$ cat config.mk
export PLATFORM = sky130hd
export DESIGN_NAME = circular_deque
export DESIGN_NICKNAME = d
export VERILOG_FILES = /design/src/hw/rtl/cdq_pkg.sv /design/src/hw/rtl/cdq_ram.sv /design/src/hw/rtl/circular_deque.sv
export SDC_FILE = /design/constraint.sdc
export NUM_CORES = 1
export LEC_CHECK = 0
export ABC_AREA = 1
export CORE_MARGIN = 2
export CORE_UTILIZATION = 55
export CTS_CLUSTER_DIAMETER = 200
export DETAILED_ROUTE_END_ITERATION = 7
export DONT_BUFFER_PORTS = 1
export PLACE_DENSITY = 0.76
export SKIP_LAST_GASP = 1
export SYNTH_ARGS = -nofsm -noshare
export SYNTH_HDL_FRONTEND = slang
export SYNTH_SLANG_ARGS = --single-unit
export TNS_END_PERCENT = 30
$ cat constraint.sdc
create_clock -name clk -period 4.7 [get_ports clk]
set_input_delay 0.94 -clock clk [delete_from_list [all_inputs] [get_ports clk]]
set_output_delay 0.94 -clock clk [all_outputs]
set_load 0.05 [all_outputs]
$ cat src/hw/rtl/cdq_pkg.sv
`default_nettype none

package cdq_pkg;

  localparam int DEPTH = 16;
  localparam int IDX_W = $clog2(DEPTH);
  localparam int CNT_W = $clog2(DEPTH + 1);
  localparam int SUM_W = CNT_W + 1;

  localparam logic [2:0] CMD_PUSH_FRONT = 3'd0;
  localparam logic [2:0] CMD_PUSH_BACK  = 3'd1;
  localparam logic [2:0] CMD_POP_FRONT  = 3'd2;
  localparam logic [2:0] CMD_POP_BACK   = 3'd3;
  localparam logic [2:0] CMD_LIST       = 3'd4;

  localparam logic [1:0] ST_OK       = 2'd0;
  localparam logic [1:0] ST_OVERFLOW = 2'd1;
  localparam logic [1:0] ST_EMPTY    = 2'd2;

  typedef struct packed {
    logic [2:0]         command;
    logic signed [31:0] value_in;
  } in_item_t;

  typedef struct packed {
    logic signed [31:0] value_out;
    logic [1:0]         status;
    logic               last;
  } out_item_t;

  // ring position of base plus offset, offset at most DEPTH - 1
  function automatic logic [IDX_W-1:0] ring_add(input logic [IDX_W-1:0] base,
                                                input logic [CNT_W-1:0] offset);
    logic [SUM_W-1:0] sum;
    sum = SUM_W'(base) + SUM_W'(offset);
    if (sum >= SUM_W'(DEPTH)) begin
      sum = sum - SUM_W'(DEPTH);
    end
    return sum[IDX_W-1:0];
  endfunction

endpackage

`default_nettype wire

$ cat src/hw/rtl/cdq_ram.sv
`default_nettype none

module cdq_ram #(
  parameter int WIDTH = 32,
  parameter int DEPTH = 16
) (
  input  wire logic                     clk,
  input  wire logic                     wr_en,
  input  wire logic [$clog2(DEPTH)-1:0] wr_addr,
  input  wire logic [WIDTH-1:0]         wr_data,
  input  wire logic                     rd_en,
  input  wire logic [$clog2(DEPTH)-1:0] rd_addr,
  output logic      [WIDTH-1:0]         rd_data
);

  logic [WIDTH-1:0] mem_r [DEPTH];
  logic [WIDTH-1:0] rd_data_r;

  always_ff @(posedge clk) begin
    if (wr_en) begin
      mem_r[wr_addr] <= wr_data;
    end
    if (rd_en) begin
      rd_data_r <= mem_r[rd_addr];
    end
  end

  assign rd_data = rd_data_r;

endmodule

`default_nettype wire

$ cat src/hw/rtl/circular_deque.sv
`default_nettype none

// Double-ended queue of signed 32-bit values held in a DEPTH-entry ring RAM
// with a head pointer and an item count. A push gives one status item
// (overflow when full). A pop reads the RAM and loads the value into the
// output register once free; input waits till then. A list streams every
// stored value front to back, one per cycle from the single RAM read port
// unless the output stalls, with last set on the back item; an empty queue
// gives one empty-status item for a pop or a list. Codes 5 to 7 are taken and
// ignored. A stalled result holds in the output register and holds off input.

module circular_deque (
  input  wire logic                clk,
  input  wire logic                rst_n,
  input  wire logic                in_valid,
  output logic                     in_stall,
  input  wire cdq_pkg::in_item_t   in_item,
  output logic                     out_valid,
  input  wire logic                out_stall,
  output cdq_pkg::out_item_t       out_item
);

  import cdq_pkg::*;

  typedef enum logic [2:0] {
    S_IDLE = 3'b001,
    S_POP  = 3'b010,
    S_LIST = 3'b100
  } state_t;

  state_t           state_r, state_nxt;
  logic [IDX_W-1:0] head_r, head_nxt;
  logic [CNT_W-1:0] count_r, count_nxt;
  logic [IDX_W-1:0] list_pos_r, list_pos_nxt;
  logic [CNT_W-1:0] list_rem_r, list_rem_nxt;
  logic             out_valid_r, out_valid_nxt;
  out_item_t        out_item_r, out_item_nxt;

  logic             out_free;
  logic             in_accept;
  logic             full;
  logic             empty;
  logic             load;
  logic [IDX_W-1:0] head_dec;

  logic             wr_en;
  logic [IDX_W-1:0] wr_addr;
  logic             rd_en;
  logic [IDX_W-1:0] rd_addr;
  logic [31:0]      rd_data;

  cdq_ram #(
    .WIDTH (32),
    .DEPTH (DEPTH)
  ) u_ram (
    .clk     (clk),
    .wr_en   (wr_en),
    .wr_addr (wr_addr),
    .wr_data (in_item.value_in),
    .rd_en   (rd_en),
    .rd_addr (rd_addr),
    .rd_data (rd_data)
  );

  assign out_free  = !out_valid_r || !out_stall;
  assign in_stall  = (state_r != S_IDLE) || !out_free;
  assign in_accept = in_valid && !in_stall;
  assign full      = (count_r == CNT_W'(DEPTH));
  assign empty     = (count_r == '0);
  assign head_dec  = ring_add(head_r, CNT_W'(DEPTH - 1));

  always_comb begin
    state_nxt    = state_r;
    head_nxt     = head_r;
    count_nxt    = count_r;
    list_pos_nxt = list_pos_r;
    list_rem_nxt = list_rem_r;
    wr_en        = 1'b0;
    wr_addr      = head_r;
    rd_en        = 1'b0;
    rd_addr      = head_r;
    load         = 1'b0;
    out_item_nxt = out_item_r;

    unique case (state_r)
      S_IDLE: begin
        if (in_accept) begin
          out_item_nxt.value_out = '0;
          out_item_nxt.status    = ST_OK;
          out_item_nxt.last      = 1'b1;
          unique case (in_item.command)
            CMD_PUSH_FRONT, CMD_PUSH_BACK: begin
              load = 1'b1;
              if (full) begin
                out_item_nxt.status = ST_OVERFLOW;
              end else begin
                wr_en     = 1'b1;
                count_nxt = count_r + CNT_W'(1);
                if (in_item.command == CMD_PUSH_FRONT) begin
                  wr_addr  = head_dec;
                  head_nxt = head_dec;
                end else begin
                  wr_addr = ring_add(head_r, count_r);
                end
              end
            end
            CMD_POP_FRONT, CMD_POP_BACK: begin
              if (empty) begin
                load                = 1'b1;
                out_item_nxt.status = ST_EMPTY;
              end else begin
                rd_en     = 1'b1;
                count_nxt = count_r - CNT_W'(1);
                state_nxt = S_POP;
                if (in_item.command == CMD_POP_FRONT) begin
                  head_nxt = ring_add(head_r, CNT_W'(1));
                end else begin
                  rd_addr = ring_add(head_r, count_r - CNT_W'(1));
                end
              end
            end
            CMD_LIST: begin
              if (empty) begin
                load                = 1'b1;
                out_item_nxt.status = ST_EMPTY;
              end else begin
                rd_en        = 1'b1;
                list_pos_nxt = ring_add(head_r, CNT_W'(1));
                list_rem_nxt = count_r;
                state_nxt    = S_LIST;
              end
            end
            default: begin
            end
          endcase
        end
      end
      S_POP: begin
        if (out_free) begin
          load                   = 1'b1;
          out_item_nxt.value_out = rd_data;
          out_item_nxt.status    = ST_OK;
          out_item_nxt.last      = 1'b1;
          state_nxt              = S_IDLE;
        end
      end
      S_LIST: begin
        if (out_free) begin
          load                   = 1'b1;
          out_item_nxt.value_out = rd_data;
          out_item_nxt.status    = ST_OK;
          out_item_nxt.last      = (list_rem_r == CNT_W'(1));
          if (list_rem_r == CNT_W'(1)) begin
            state_nxt = S_IDLE;
          end else begin
            rd_en        = 1'b1;
            rd_addr      = list_pos_r;
            list_pos_nxt = ring_add(list_pos_r, CNT_W'(1));
            list_rem_nxt = list_rem_r - CNT_W'(1);
          end
        end
      end
      default: begin
        state_nxt = S_IDLE;
      end
    endcase
  end

  always_comb begin
    if (load) begin
      out_valid_nxt = 1'b1;
    end else if (!out_stall) begin
      out_valid_nxt = 1'b0;
    end else begin
      out_valid_nxt = out_valid_r;
    end
  end

  always_ff @(posedge clk) begin
    if (!rst_n) begin
      state_r     <= S_IDLE;
      head_r      <= '0;
      count_r     <= '0;
      out_valid_r <= 1'b0;
    end else begin
      state_r     <= state_nxt;
      head_r      <= head_nxt;
      count_r     <= count_nxt;
      out_valid_r <= out_valid_nxt;
    end
  end

  always_ff @(posedge clk) begin
    list_pos_r <= list_pos_nxt;
    list_rem_r <= list_rem_nxt;
    if (load) begin
      out_item_r <= out_item_nxt;
    end
  end

  assign out_valid = out_valid_r;
  assign out_item  = out_item_r;

endmodule

`default_nettype wire

### Word level (Yosys, flattened, before mapping)

Memories as Yosys holds them, arrays and structs flattened. A register that Yosys moved wholly into a read port is not among the register bits.
Cells that the tools add are included.

| operators by class | value |
|---|---|
| add/sub/neg operators | 13 |
| multipliers | 0 |
| divide/modulo/power cells | 0 |
| order comparisons | 5 |
| equal/unequal tests | 25 |
| shift operators | 0 |
| muxes and demuxes | 71 |
| bitwise logic cells | 0 |
| reduce and logical (&&, ||, !) cells | 21 |

Operators with widths:

| kind | count |
|---|---|
| 35-bit two-way mux | 3 |
| 35-bit one-hot mux with 3 select lines | 1 |
| 4-bit two-way mux | 25 |
| 5-bit two-way mux | 7 |
| 4-bit one-hot mux with 2 select lines | 3 |
| 2-bit inequality test, second input constant | 10 |
| 5-bit one-hot mux with 2 select lines | 2 |
| 4-bit by 1-bit subtractor with 4-bit output, second input constant | 5 |
| 3-bit two-way mux | 6 |
| 1-bit two-way mux | 17 |
| 5-bit >= comparator, second input constant | 3 |
| 7-bit AND reduction | 2 |
| 4-bit by 5-bit adder with 6-bit output | 2 |
| 6-bit by 5-bit >= comparator with 1-bit output, second input constant | 2 |
| 4-bit by 1-bit adder with 5-bit output, second input constant | 2 |
| 5-bit AND reduction | 2 |
| 5-bit by 1-bit subtractor with 5-bit output, second input constant | 2 |
| 3-bit by 2-bit == test with 1-bit output, second input constant | 3 |
| 3-bit one-hot mux with 3 select lines | 1 |
| 3-bit by 1-bit == test with 1-bit output, second input constant | 2 |
| 3-bit == test, second input constant | 2 |
| 3-bit by 1-bit inequality test with 1-bit output, second input constant | 2 |
| 3-bit inequality test, second input constant | 2 |
| 1-bit one-hot mux with 2 select lines | 3 |
| other kinds (18) | 26 |

| storage, ports and cells | value |
|---|---|
| register bits | 57 |
| latch bits | 0 |
| bits in writable memories | 512 |
| memory bits (read-only) | 0 |
| input bits | 39 |
| memories kept | 1 |

Memory list:

| memory | words | bits a word | rd ports | clocked after Yosys merged registers in | write ports | RTL line | RTL |
|---|---|---|---|---|---|---|---|
| u_ram.mem_r | 16 | 32 | 1 | 1 | 1 | cdq_ram.sv:16 | `logic [WIDTH-1:0] mem_r [DEPTH];` |

### Logic depth before layout (Yosys ltp)

Gate-level depths: netlist (run 1).

| logic depth | value |
|---|---|
| depth after elaboration | 10 |
| depth in mapped cells | 18 |
| mapped depth without buffers | 17 |

### By module

Synthesis (run 1) repeated with hierarchy kept, for this count alone.

| unflattened totals | value |
|---|---|
| cell total of the unflattened synthesis | 2528 |
| area, all modules | 26400.3 um^2 |

By module, submodules not included:

| module | times used | cells an instance | area each (um^2) | seq. area each (um^2) |
|---|---|---|---|---|
| cdq_ram | 1 | 2120 | 23050.9 | 16335.7 |
| circular_deque | 1 | 408 | 3349.5 | 1581.5 |

### Worst setup path before layout (run 1)

OpenSTA, ideal clock, no wires.

| timing | value |
|---|---|
| kind | input to register |
| from | in in_item[34] (netlist name) |
| to | reg u_ram.rd_data_r[0] (netlist: u_ram.rd_data[0]), read port of u_ram.mem_r (enable) |
| setup time | 0.466 ns |
| data arrival time | 3.810 ns |
| data required time | 4.234 ns |
| path slack | 0.424 ns |
| stages on the path | 7 |
| path through | nor2_1 > inv_1 > o21ai_0 > nor2_1 > nor2_1 > inv_1 > o21ai_0 |

RTL lines:

| item | RTL line | RTL |
|---|---|---|
| start: declaration | circular_deque.sv:17 | `input wire cdq_pkg::in_item_t in_item,` |
| 3-bit by 2-bit == test with 1-bit output / 3-bit == test (equally long branches) | circular_deque.sv:91 | `unique case (in_item.command)` |
| 3-bit OR reduction (no source line) (*) | -- |  |
| 1-bit two-way mux (*) | -- |  |
| 1-bit two-way mux (*) | circular_deque.sv:87 | `if (in_accept) begin` |
| 1-bit one-hot mux with 2 select lines (*) | circular_deque.sv:85 | `unique case (state_r)` |
| via rd_en | circular_deque.sv:48 | `logic rd_en;` |
| end: declaration | cdq_ram.sv:17 | `logic [WIDTH-1:0] rd_data_r;` |

Mark *: on every way through the listed nets, which the timed path passes. The rest lies on a longest branch.
A chain may end at the register's enable or synchronous reset.

### Worst setup path after layout (run 1)

| timing | value |
|---|---|
| from | reg count_r[1] |
| to | reg u_ram.rd_data_r[22] (netlist: u_ram.rd_data[22]), read port of u_ram.mem_r (data pin) |

| between the ends | value |
|---|---|
| word-level cells in the longest chain between the ends | 9 |

RTL lines:

| item | RTL line | RTL |
|---|---|---|
| start: declaration | circular_deque.sv:33 | `logic [CNT_W-1:0] count_r, count_nxt;` |
| start signal: assignment | circular_deque.sv:188 | `count_r <= count_nxt;` |
| 5-bit by 1-bit subtractor with 5-bit output | circular_deque.sv:118 | `rd_addr = ring_add(head_r, count_r - CNT_W'(1));` |
| 4-bit by 5-bit adder with 6-bit output | cdq_pkg.sv:35 | `sum = SUM_W'(base) + SUM_W'(offset);` |
| 6-bit by 5-bit >= comparator with 1-bit output / 4-bit by 1-bit subtractor with 4-bit output (equally long branches) | cdq_pkg.sv:36, cdq_pkg.sv:37 |  |
| 4-bit two-way mux | cdq_pkg.sv:36 | `if (sum >= SUM_W'(DEPTH)) begin` |
| 4-bit two-way mux | circular_deque.sv:115 | `if (in_item.command == CMD_POP_FRONT) begin` |
| 4-bit two-way mux | circular_deque.sv:108 | `if (empty) begin` |
| 4-bit two-way mux | circular_deque.sv:91 |  |
| 4-bit two-way mux | circular_deque.sv:87 |  |
| 4-bit one-hot mux with 2 select lines | circular_deque.sv:85 |  |

Parallel ways exist; a longest one is shown, timed or not.

==> results of run 1 <==
## logic make-up (layout without fill, tap and decap cells)
logic type | count (synthesis) | after routing
and+or+nand+nor | 1282 | 1282
DFF | 601 | 601
buffers and inverters | 469 | 470
AOI/OAI and AO/OA | 60 | 60
xor gates and xnor gates | 18 | 18
adders and majority gates | 16 | 16
muxes | 1 | 1
## registers in the layout (all words and copies together) (netlist names)
register	count
head_r	4
list_rem_r	5
out_item	35
out_valid	1
list_pos_r	4
state_r	3
u_ram.rd_data	32
u_ram.mem_r	512
count_r	5
## metal layers
layer	track usage [%]	routed length, um	up-vias
met4	10.44	2204	0
li1	-	-	8167
met3	5.210	6624	158
met1	36.15	25600	8627
met2	41.11	30060	1024
met5	0	0	-
## synth_stat cells
cell type and count:
nand3_1 594, nand2_1 591, edfxtp_1 588, inv_1 328, buf_2 104, nor2_1 78
o21ai_0 28, clkbuf_1 21, a21oi_1 18, ha_1 14, buf_4 13, dfxtp_1 13
xor2_1 10, xnor2_1 8, nor3_1 4, a211oi_1 3, fa_1 2, inv_2 2
nand2_2 2, nor2_2 2, nor2_4 2, o211ai_1 2, o21ai_1 2, o221ai_1 2
o22ai_1 2, a21oi_4 1, buf_1 1, mux2i_1 1, nand3_2 1, nand3b_1 1
nand4_1 1, nand4_2 1, nor3_2 1, nor3_4 1, nor3b_1 1, nor4_1 1
o21a_1 1, o21ai_2 1, or2_2 1
## power by group through the flow
stage	clock [uW]	sequential [uW]	combinational [uW]
after CTS	4570	6670	3140
after global placement	0	6770	3050
after global routing	4770	6690	3500
final	4510	6670	3190
after detailed placement	0	6780	3130
after floorplan	0	6720	2200
## through the flow
step / setup WS [ps] / area [um2] / utilization, %
global placement: 933.3 / 26930 / 57.60
detailed placement: 851.8 / 26930 / 57.60
global route: 839.3 / 28740 / 61.47
floorplan: 424.2 / 26210 / -
finish: 1020 / 28740 / 61.47
CTS: 1051 / 28740 / 61.47
## worst paths after layout
path / start / slack (ps) / cells after the start / end
worst max-delay path: count_r[1]$_SDFFE_PN0P_ / 1020 / 14 / u_ram.rd_data[22]$_DFFE_PP_
worst min-delay path: in_item[16] / 400 / 0 / u_ram.mem_r[8][16]$_DFFE_PP_
worst max register to register: count_r[1]$_SDFFE_PN0P_ / 1020 / 14 / u_ram.rd_data[22]$_DFFE_PP_
worst min register to register: u_ram.rd_data[2]$_DFFE_PP_ / 550 / 2 / out_item[5]$_DFFE_PP_
## final cells by class
| cell class | instances | area share (%) |
|---|---|---|
| multi-input combinational | 1377 | 22.91 |
| inverter | 330 | 4.310 |
| timing repair buffer | 39 | 1.498 |
| clock inverter | 30 | 1.071 |
| tap | 607 | 2.643 |
| sequential | 601 | 62.35 |
| clock buffer | 71 | 5.220 |
==> impl_metrics.csv, run 1 <==
group,metric,value,unit
grt,grt_pass1_wl,99150,um
placement,portBuffers,0,
synthesis,synth_top_cell_area_share,67.36,%
critical_path,slowest_delay,570,ps
cells_and_area,finalNetCount,2462,
sta,max_slew_margin,27.03,%
critical_path,start_kind,"register",
synthesis,synth_top_family_by_area,"simple AND/OR/NAND/NOR gates",
synthesis,synth-compound-area-share,1.298,%
floorplan,fp.dieW,222.3,um
grt,grt_overflow_total,0,
synthesis,synthesis.area,26210,um2
clock_network,cts_setup_buffers,0,
synthesis,synthSimpleGateAreaFrac,21.49,%
pwr,power_density,500.3,nW/um2
clock_network,numCtsBuffers,58,
sta,hold_viol_final,0,
grt,antenna_found_initial,0,
sta,rsz0062_at_grt,"false",
pwr,p_sw,4607,uW
critical_path,cp.arrival,4030,ps
detailed_routing,vias,17980,
pwr,p_total,14380,uW
synthesis,yosysWarningCount,0,
critical_path,cp_cell_sequence,"inv_1 > ha_1 > xnor2_1 > inv_1 > ha_1 > xor2_1 > a21oi_1 > nand2_1 > o21ai_1 > nor2_4 > buf_12 > nand3_1 > nand3_1 > nand2_1",
synthesis,synthXorXnorAreaFrac,0.6014,%
detailed_routing,drc,0,
placement,dp_hpwl,33430,um
critical_path,critical_path.max_fanout,47,
synthesis,synth_nets,2502,
cells_and_area,antennaDiodeCount,0,
clock_network,htree_levels,2,
synthesis,ys_top_cells_by_area,"edfxtp_1 (67%), nand3_1 (11%), nand2_1 (8.5%)",
sta,period_share,78.29,%
synthesis,synth.avg_cell_area,10.71,um2
sta,finClkSkew,16.66,ps
floorplan,core,46750,um2
cells_and_area,layout-drive-gt1-share,5.964,%
critical_path,cp_top_family,"simple AND/OR/NAND/NOR gates",
pwr,p_leak,0.01146,uW
cells_and_area,final_common_cell,"nand3_1",
cells_and_area,final_cells,3055,
sta,fin_tns_setup,0,ps
sta,fmax,0.2718,GHz
synthesis,synth_cells,2447,
sta,setup_viol,0,
flow_run,cap_viol_max_count,0,
cells_and_area,fill_cells,3515,
synthesis,ys_ff_latch,601,
detailed_routing,drt_pass1_iterations,5,
floorplan,rows,79,
sta,slew_violations,0,
detailed_routing,vias_per_cell,5.884,
sta,worstMarginPinSlew,1095,ps
pwr,clockPowerShare,31.4,%
pwr,peakVddDrop,382.3,uV
cells_and_area,syn_to_final_growth,9.627,%
clock_network,cts-root-buf,"clkbuf_16",
pwr,pwr-share-seq,46.4,%
pwr,combPwrFrac,22.2,%
cells_and_area,multi_input_area,6584,um2
placement,dpl.cell_count,2954,
synthesis,synthAdderAreaFrac,0.8210,%
critical_path,critPathKind,"reg2reg",
critical_path,critPathCaptureType,"register",
sta,period_minus_slack,3680,ps
floorplan,initial_utilization,56.07,%
pwr,internal-power,9772,uW
synthesis,yosys.cell_types.count,39,
status,status,"completed",
placement,routabilityCongestion,0.8883,
critical_path,required,5050,ps
synthesis,ys_seq_area_share,68.35,%
detailed_routing,drtIter0Drc,2550,
hold_path,hold_class,"in2reg",
critical_path,cpMaxStageDelayCell,"nor2_4",
clock_network,cts_tree,"yes",
floorplan,dieArea,49420,um2
floorplan,fp.dieH,222.3,um
clock_network,clock_latency,620,ps
clock_network,cts_hold_buffers,0,
clock_network,clkTransAtPathRegs,60,ps
detailed_routing,antenna_left,0,
critical_path,crit_buf_inv,3,
detailed_routing,wl_per_cell,21.11,um
grt,grt_start_max_net_pins,217,
synthesis,yosys.area.top_type,"edfxtp_1",
clock_network,clock_sinks,601,
clock_network,cts.path.max_buffers,3,
pwr,p_sw_share,32.04,%
grt,grt_pass1_vias,17320,
floorplan,pin_count,76,
cells_and_area,seq_area,17920,um2
synthesis,synth_mux_area_share,0.03818,%
detailed_routing,totalWireLength,64490,um
grt,grt_usage,26.17,%
sta,hold-worst-slack,404.0,ps
cells_and_area,final_cell_mix,"nand3_1 (593), nand2_1 (591), edfxtp_1 (588)",
clock_network,ctsResizeCount,0,
No activity file was read; power rests on OpenSTA's default activity.
==> run 2: changes to the inputs <==
--- a/config.mk
+++ b/config.mk
@@ -5,13 +5,13 @@
 export SDC_FILE = /design/constraint.sdc
 export NUM_CORES = 1
 export LEC_CHECK = 0
-export ABC_AREA = 1
+export ABC_AREA = 0
 export CORE_MARGIN = 2
 export CORE_UTILIZATION = 55
 export CTS_CLUSTER_DIAMETER = 200
 export DETAILED_ROUTE_END_ITERATION = 7
 export DONT_BUFFER_PORTS = 1
-export PLACE_DENSITY = 0.76
+export PLACE_DENSITY = 0.79
 export SKIP_LAST_GASP = 1
 export SYNTH_ARGS = -nofsm -noshare
 export SYNTH_HDL_FRONTEND = slang
==> constraint.sdc (replaced) <==
create_clock -name clk -period 3 [get_ports clk]
set_input_delay 0.6 -clock clk [delete_from_list [all_inputs] [get_ports clk]]
set_output_delay 0.6 -clock clk [all_outputs]
set_load 0.05 [all_outputs]
==> impl_metrics.csv, run 2 <==
group,metric,value,unit
hold_path,hold_class,"in2reg",
floorplan,pin_count,76,
hold_path,whs_path_depth,0,
pwr,peakVddDrop,609.8,uV
critical_path,start_kind,"register",
synthesis,synthFlopType,"edfxtp_1",
synthesis,yosys.cell_types.count,55,
critical_path,reg2reg_slack,-410,ps
floorplan,initial_utilization,55.56,%
pwr,p_leak,0.01051,uW
critical_path,reg2reg_from,"list_rem_r[1]$_DFFE_PP_",
pwr,p_sw_share,23.22,%
flow_run,cap_viol_max_count,0,
sta,finClkSkew,22.60,ps
clock_network,cts_hold_buffers,0,
pwr,pwr-share-seq,52.5,%
floorplan,fp.dieH,212.1,um
placement,dp_hpwl,31800,um
cells_and_area,layout-drive-gt1-share,21.50,%
floorplan,dieArea,45000,um2
pwr,combPwrFrac,9.0,%
detailed_routing,wl_per_cell,27.83,um
critical_path,critPathKind,"reg2reg",
placement,place_area,25910,um2
synthesis,ys_seq_area_share,75.20,%
detailed_routing,vias_per_cell,6.523,
cells_and_area,antennaDiodeCount,0,
detailed_routing,drt_pass1_iterations,5,
synthesis,synth_most_common_cell,"edfxtp_1",
critical_path,cp.arrival,3750,ps
status,violations,"setup timing",
placement,routabilityCongestion,0.8344,
clock_network,clkTransAtPathRegs,70,ps
cells_and_area,finalNetCount,1700,
critical_path,critical_path.max_fanout,8,
cells_and_area,top_register,"u_ram.mem_r",
critical_path,r2r-end,"u_ram.rd_data[20]$_DFFE_PP_",
synthesis,synth_nets,1549,
pwr,power_density,625.1,nW/um2
synthesis,ys_top_cells_by_area,"edfxtp_1 (74%), mux2i_1 (5.4%), a221oi_1 (4.7%)",
synthesis,synth.avg_cell_area,15.95,um2
clock_network,cts_tree,"yes",
cells_and_area,largest_reg_flops,512,
synthesis,synth_top_cell_area_share,74.11,%
sta,period_share,113.5,%
grt,grt_usage,26.98,%
grt,grt_pass1_vias,14480,
sta,period_minus_slack,3406,ps
synthesis,synth_cells,1494,
status,status,"complete, but fails checks",
cells_and_area,final_cell_mix,"edfxtp_1 (588), nand2_1 (150), a21oi_1 (137)",
sta,fmax,0.2936,GHz
sta,setup_viol,209,
sta,slew_violations,0,
clock_network,numCtsBuffers,57,
synthesis,synth_edf_count,588,
critical_path,critPathCaptureType,"register",
synthesis,yosysWarningCount,0,
sta,worstMarginPinSlew,483.7,ps
pwr,internal-power,13950,uW
clock_network,htree_levels,2,
clock_network,clock_sinks,601,
synthesis,async_reset_ff_share,0,%
sta,fin_ws,-406.4,ps
cells_and_area,fin_area,29060,um2
clock_network,clock_latency,630,ps
sta,fin_tns_setup,-15750,ps
sta,hold-worst-slack,66.21,ps
grt,antenna_found_initial,0,
hold_path,hold_start,"in_item[9]",
hold_path,hold_end,"u_ram.mem_r[0][9]$_DFFE_PP_",
sta,max_slew_margin,67.68,%
grt,grt_pass1_wl,89110,um
pwr,p_sw,4219,uW
cells_and_area,syn_to_final_growth,21.97,%
synthesis,synth_common_cells,"edfxtp_1 (588), nand2_1 (154), a21oi_1 (142)",
cells_and_area,final_common_cell,"edfxtp_1",
sta,rsz0062_at_grt,"true",
clock_network,cts.path.max_buffers,3,
floorplan,fp.dieW,212.1,um
grt,grt_start_max_net_pins,50,
detailed_routing,totalWireLength,63400,um
detailed_routing,drtIter0Drc,1836,
floorplan,rows,76,
detailed_routing,antenna_left,0,
pwr,clockPowerShare,38.5,%
detailed_routing,vias,14860,
sta,hold_viol_final,0,
floorplan,core,42890,um2
detailed_routing,drc,0,
synthesis,synthesis.area,23830,um2
placement,portBuffers,0,
cells_and_area,fill_cells,2520,
critical_path,rr_worst_depth,12,
clock_network,cts-root-buf,"clkbuf_16",
critical_path,required,3340,ps
synthesis,ys_ff_latch,601,
grt,grt_overflow_total,0,
synthesis,yosys.area.top_type,"edfxtp_1",
-- run 2: changes by cell type after synthesis, sizes merged, moves of 19 or more --
cell,before,now
o21ai,31,12
inv,330,9
clkbuf,21,45
a21oi,19,142
mux2i,1,128
a221oi,0,129
nand2,593,154
buf,118,52
nor2,82,34
nand3,595,12
and2,0,41
or4,0,33
-- run 2: cell families after synthesis --
| family | after synthesis | share of synthesized area, % |
|---|---|---|
| xor gates and xnor gates | 25 | 0.9190 |
| AOI/OAI and AO/OA | 312 | 8.964 |
| and+or+nand+nor | 304 | 6.333 |
| buffers and inverters | 106 | 2.211 |
| muxes | 130 | 5.472 |
| adders and majority gates | 16 | 0.9032 |
| DFF | 601 | 75.20 |
-- run 2: power by group through the flow --
stage | registers [uW] | logic, uW | clock network (uW)
6_report | 9530 | 1630 | 7000
5_1_grt | 9540 | 1720 | 7340
4_1_cts | 9530 | 1480 | 6980
3_5_place_dp | 9710 | 1310 | 0
3_3_place_gp | 9710 | 1270 | 0
2_1_floorplan | 9710 | 838 | 0
-- run 2: layout make-up --
type | instances | area, um2 | area share [%]
clock buffer | 74 | 1533 | 5.274
tap | 585 | 732.0 | 2.519
inverter | 9 | 33.78 | 0.1162
clock inverter | 33 | 259.0 | 0.8912
timing repair buffer | 188 | 2581 | 8.882
multi-input combinational | 788 | 6002 | 20.65
sequential | 601 | 17920 | 61.66
-- run 2: worst max-delay path by stage --
stage	start	end	slack, ps	cells past startpoint
5_1_grt	list_rem_r[1]$_DFFE_PP_	u_ram.rd_data[20]$_DFFE_PP_	-430	12
6_report	list_rem_r[1]$_DFFE_PP_	u_ram.rd_data[20]$_DFFE_PP_	-410	12
3_3_place_gp	list_rem_r[1]$_DFFE_PP_	u_ram.rd_data[14]$_DFFE_PP_	-280	10
3_5_place_dp	list_rem_r[1]$_DFFE_PP_	u_ram.rd_data[20]$_DFFE_PP_	-410	10
4_1_cts	list_rem_r[1]$_DFFE_PP_	u_ram.rd_data[6]$_DFFE_PP_	-260	14
2_1_floorplan	count_r[0]$_SDFFE_PN0P_	out_item[0]$_DFFE_PP_	-420	6
-- run 2: critical path: stages, from the launching register on --
cell,delay (ps)
edfxtp_1,420
inv_2,100
ha_4,110
or4b_4,460
and3_4,210
a22oi_2,200
and2_4,230
buf_12,180
buf_16,130
buf_8,130
mux2i_4,270
a221oi_2,140
or4_1,540
-- run 2: metal layers --
layer / part of all wire, % / global-route usage (%)
met1: 36 / 36.30
met2: 48 / 43.02
met3: 11 / 5.849
met4: 4.5 / 11.27
met5: 0 / 0
-- run 2: through the flow --
stage / util, % / setup slack, ps / std cells / power, uW
2_1_floorplan: - / -417.8 / 1494 / 10540
3_3_place_gp: 60.42 / -282.6 / 2112 / 10970
3_5_place_dp: 60.42 / -405.1 / 2112 / 11020
4_1_cts: 66.40 / -257.9 / 2252 / 17990
5_1_grt: 67.76 / -433.9 / 2278 / 18610
6_report: 67.76 / -406.4 / 2278 / 18170
-- run 2: timing repair --
| item | in CTS | in global routing |
|---|---|---|
| setup buffers | 25 | 20 |
| setup endpoints to repair | 32 | 544 |
| cloned | 8 | 8 |
| gates resized for setup | 59 | 45 |
| pin swaps | 23 | 27 |
==> run 3: changes to the inputs <==
--- a/config.mk
+++ b/config.mk
@@ -12,6 +12,7 @@
 export DETAILED_ROUTE_END_ITERATION = 7
 export DONT_BUFFER_PORTS = 1
 export PLACE_DENSITY = 0.79
+export SETUP_SLACK_MARGIN = 0.5
 export SKIP_LAST_GASP = 1
 export SYNTH_ARGS = -nofsm -noshare
 export SYNTH_HDL_FRONTEND = slang
==> impl_metrics.csv, run 3 (synthesis results as in run 2) <==
group,metric,value,unit
pwr,internal-power,14060,uW
placement,place_area,25910,um2
pwr,p_leak,0.01133,uW
cells_and_area,final_cell_mix,"edfxtp_1 (588), nand2_1 (145), buf_4 (121)",
status,violations,"setup timing",
critical_path,start_kind,"register",
cells_and_area,fin_area,31400,um2
floorplan,core,42890,um2
flow_run,cap_viol_max_count,0,
status,status,"complete, but fails checks",
detailed_routing,antenna_left,0,
floorplan,pin_count,76,
grt,grt.busiest_layer,"met2",
pwr,p_sw,4591,uW
cells_and_area,top_register,"u_ram.mem_r",
cells_and_area,layout-drive-gt1-share,31.75,%
clock_network,cts_hold_buffers,0,
grt,grtUsageMet2,48.21,%
critical_path,slowest_delay,950,ps
floorplan,fp.dieW,212.1,um
sta,worstMarginPinSlew,1130,ps
clock_network,cts_tree,"yes",
placement,routabilityCongestion,0.8419,
pwr,p_total,18650,uW
sta,rsz0062_at_grt,"true",
grt,grt_usage,29.72,%
floorplan,rows,76,
sta,hold_viol_final,0,
placement,dp_hpwl,32640,um
clock_network,clkTransAtPathRegs,70,ps
sta,max_slew_margin,24.69,%
detailed_routing,vias_per_cell,7.024,
critical_path,cp.arrival,3950,ps
sta,hold-worst-slack,50.31,ps
clock_network,htree_levels,2,
detailed_routing,vias,16700,
hold_path,hold_class,"in2reg",
clock_network,clock_sinks,601,
clock_network,cts.path.max_buffers,3,
detailed_routing,totalWireLength,80450,um
floorplan,fp.dieH,212.1,um
cells_and_area,fill_cells,2130,
critical_path,critical_path.max_fanout,5,
placement,portBuffers,0,
grt,antenna_found_initial,2,
grt,grt_start_max_net_pins,40,
pwr,pwr-share-seq,51.2,%
sta,period_share,119.5,%
sta,period_minus_slack,3586,ps
pwr,combPwrFrac,12.2,%
grt,use_met3,7.075,%
cells_and_area,syn_to_final_growth,31.78,%
cells_and_area,multi_input_area,6754,um2
floorplan,dieArea,45000,um2
detailed_routing,drc,0,
cells_and_area,seq_area,17930,um2
detailed_routing,wl_per_cell,33.84,um
cells_and_area,final_common_cell,"edfxtp_1",
clock_network,cts-root-buf,"clkbuf_16",
detailed_routing,drt_pass1_iterations,8,
cells_and_area,largest_reg_flops,512,
sta,fmax,0.2789,GHz
sta,slew_violations,0,
critical_path,critPathKind,"reg2reg",
critical_path,required,3360,ps
sta,finClkSkew,34.89,ps
sta,fin_ws,-586.1,ps
floorplan,initial_utilization,55.56,%
grt,use_met1,37.91,%
grt,grt_pass1_vias,15250,
critical_path,cpMaxStageDelayCell,"a221oi_1",
critical_path,cp_cell_sequence,"inv_2 > ha_4 > or4b_4 > and3_4 > buf_4 > a221oi_1 > a311oi_1 > or4_1",
clock_network,numCtsBuffers,56,
pwr,peakVddDrop,496.2,uV
detailed_routing,drtIter0Drc,2846,
pwr,clockPowerShare,36.6,%
sta,fin_tns_setup,-15690,ps
cells_and_area,finalNetCount,1805,
grt,grt_pass1_wl,97380,um
grt,grt_overflow_total,0,
sta,setup_viol,158,
clock_network,clock_latency,640,ps
cells_and_area,antennaDiodeCount,0,
critical_path,critPathCaptureType,"register",
pwr,p_sw_share,24.61,%
pwr,power_density,594.0,nW/um2
==> run 3: worst max-delay path, delay by kind of cell, from the launching register on <==
kind                       cells  cell delay (ps)
AOI/OAI and AO/OA              2             1220
buffers and inverters          2              260
adders and majority gates      1              120
and+or+nand+nor                3             1280
DFF                            1              430
==> run 3: layer usage <==
layer,up-vias,share of wire (%)
li1,6426,-
met1,8156,33
met2,1677,46
met3,435,14
met4,2,7.7
met5,-,0.012
==> run 3: power by group through the flow <==
stage,sequential (uW),clock (uW),combinational [uW]
after floorplan,9700,0,882
after global placement,9710,0,1260
after detailed placement,9720,0,1300
after CTS,9540,6630,1720
after global routing,9550,7120,2330
final,9550,6830,2270
==> run 3: area by class of cell <==
type | instances | area share [%]
Inverter | 9 | 0.1156
Sequential cell | 601 | 57.11
Clock buffer | 73 | 4.734
Multi-Input combinational cell | 790 | 21.51
Clock inverter | 27 | 0.5898
Timing Repair Buffer | 292 | 13.60
Tap cell | 585 | 2.331
==> run 3: repair_timing <==
item,in CTS,in global routing
setup buffers,57,43
resized for setup,141,187
setup endpoints to repair,544,545
pin swaps,39,57
cloned,24,31
==> run 3: final timing paths <==
kind | startpoint | end | slack, ps | cells past startpoint
setup / recovery | list_rem_r[1]$_DFFE_PP_ | u_ram.rd_data[30]$_DFFE_PP_ | -590 | 8
hold / removal | in_item[20] | u_ram.mem_r[15][20]$_DFFE_PP_ | 50 | 0
setup reg to reg | list_rem_r[1]$_DFFE_PP_ | u_ram.rd_data[30]$_DFFE_PP_ | -590 | 8
hold reg to reg | u_ram.rd_data[0]$_DFFE_PP_ | out_item[3]$_DFFE_PP_ | 520 | 1
==> run 3: metrics by stage <==
stage,setup WS (ps),std cells,util [%]
after CTS,-233.2,2303,68.49
after global routing,-567.9,2377,73.21
final,-586.1,2377,73.21
after floorplan,-49.75,1494,-
after global placement,-255.1,2122,60.42
after detailed placement,-323.2,2122,60.42
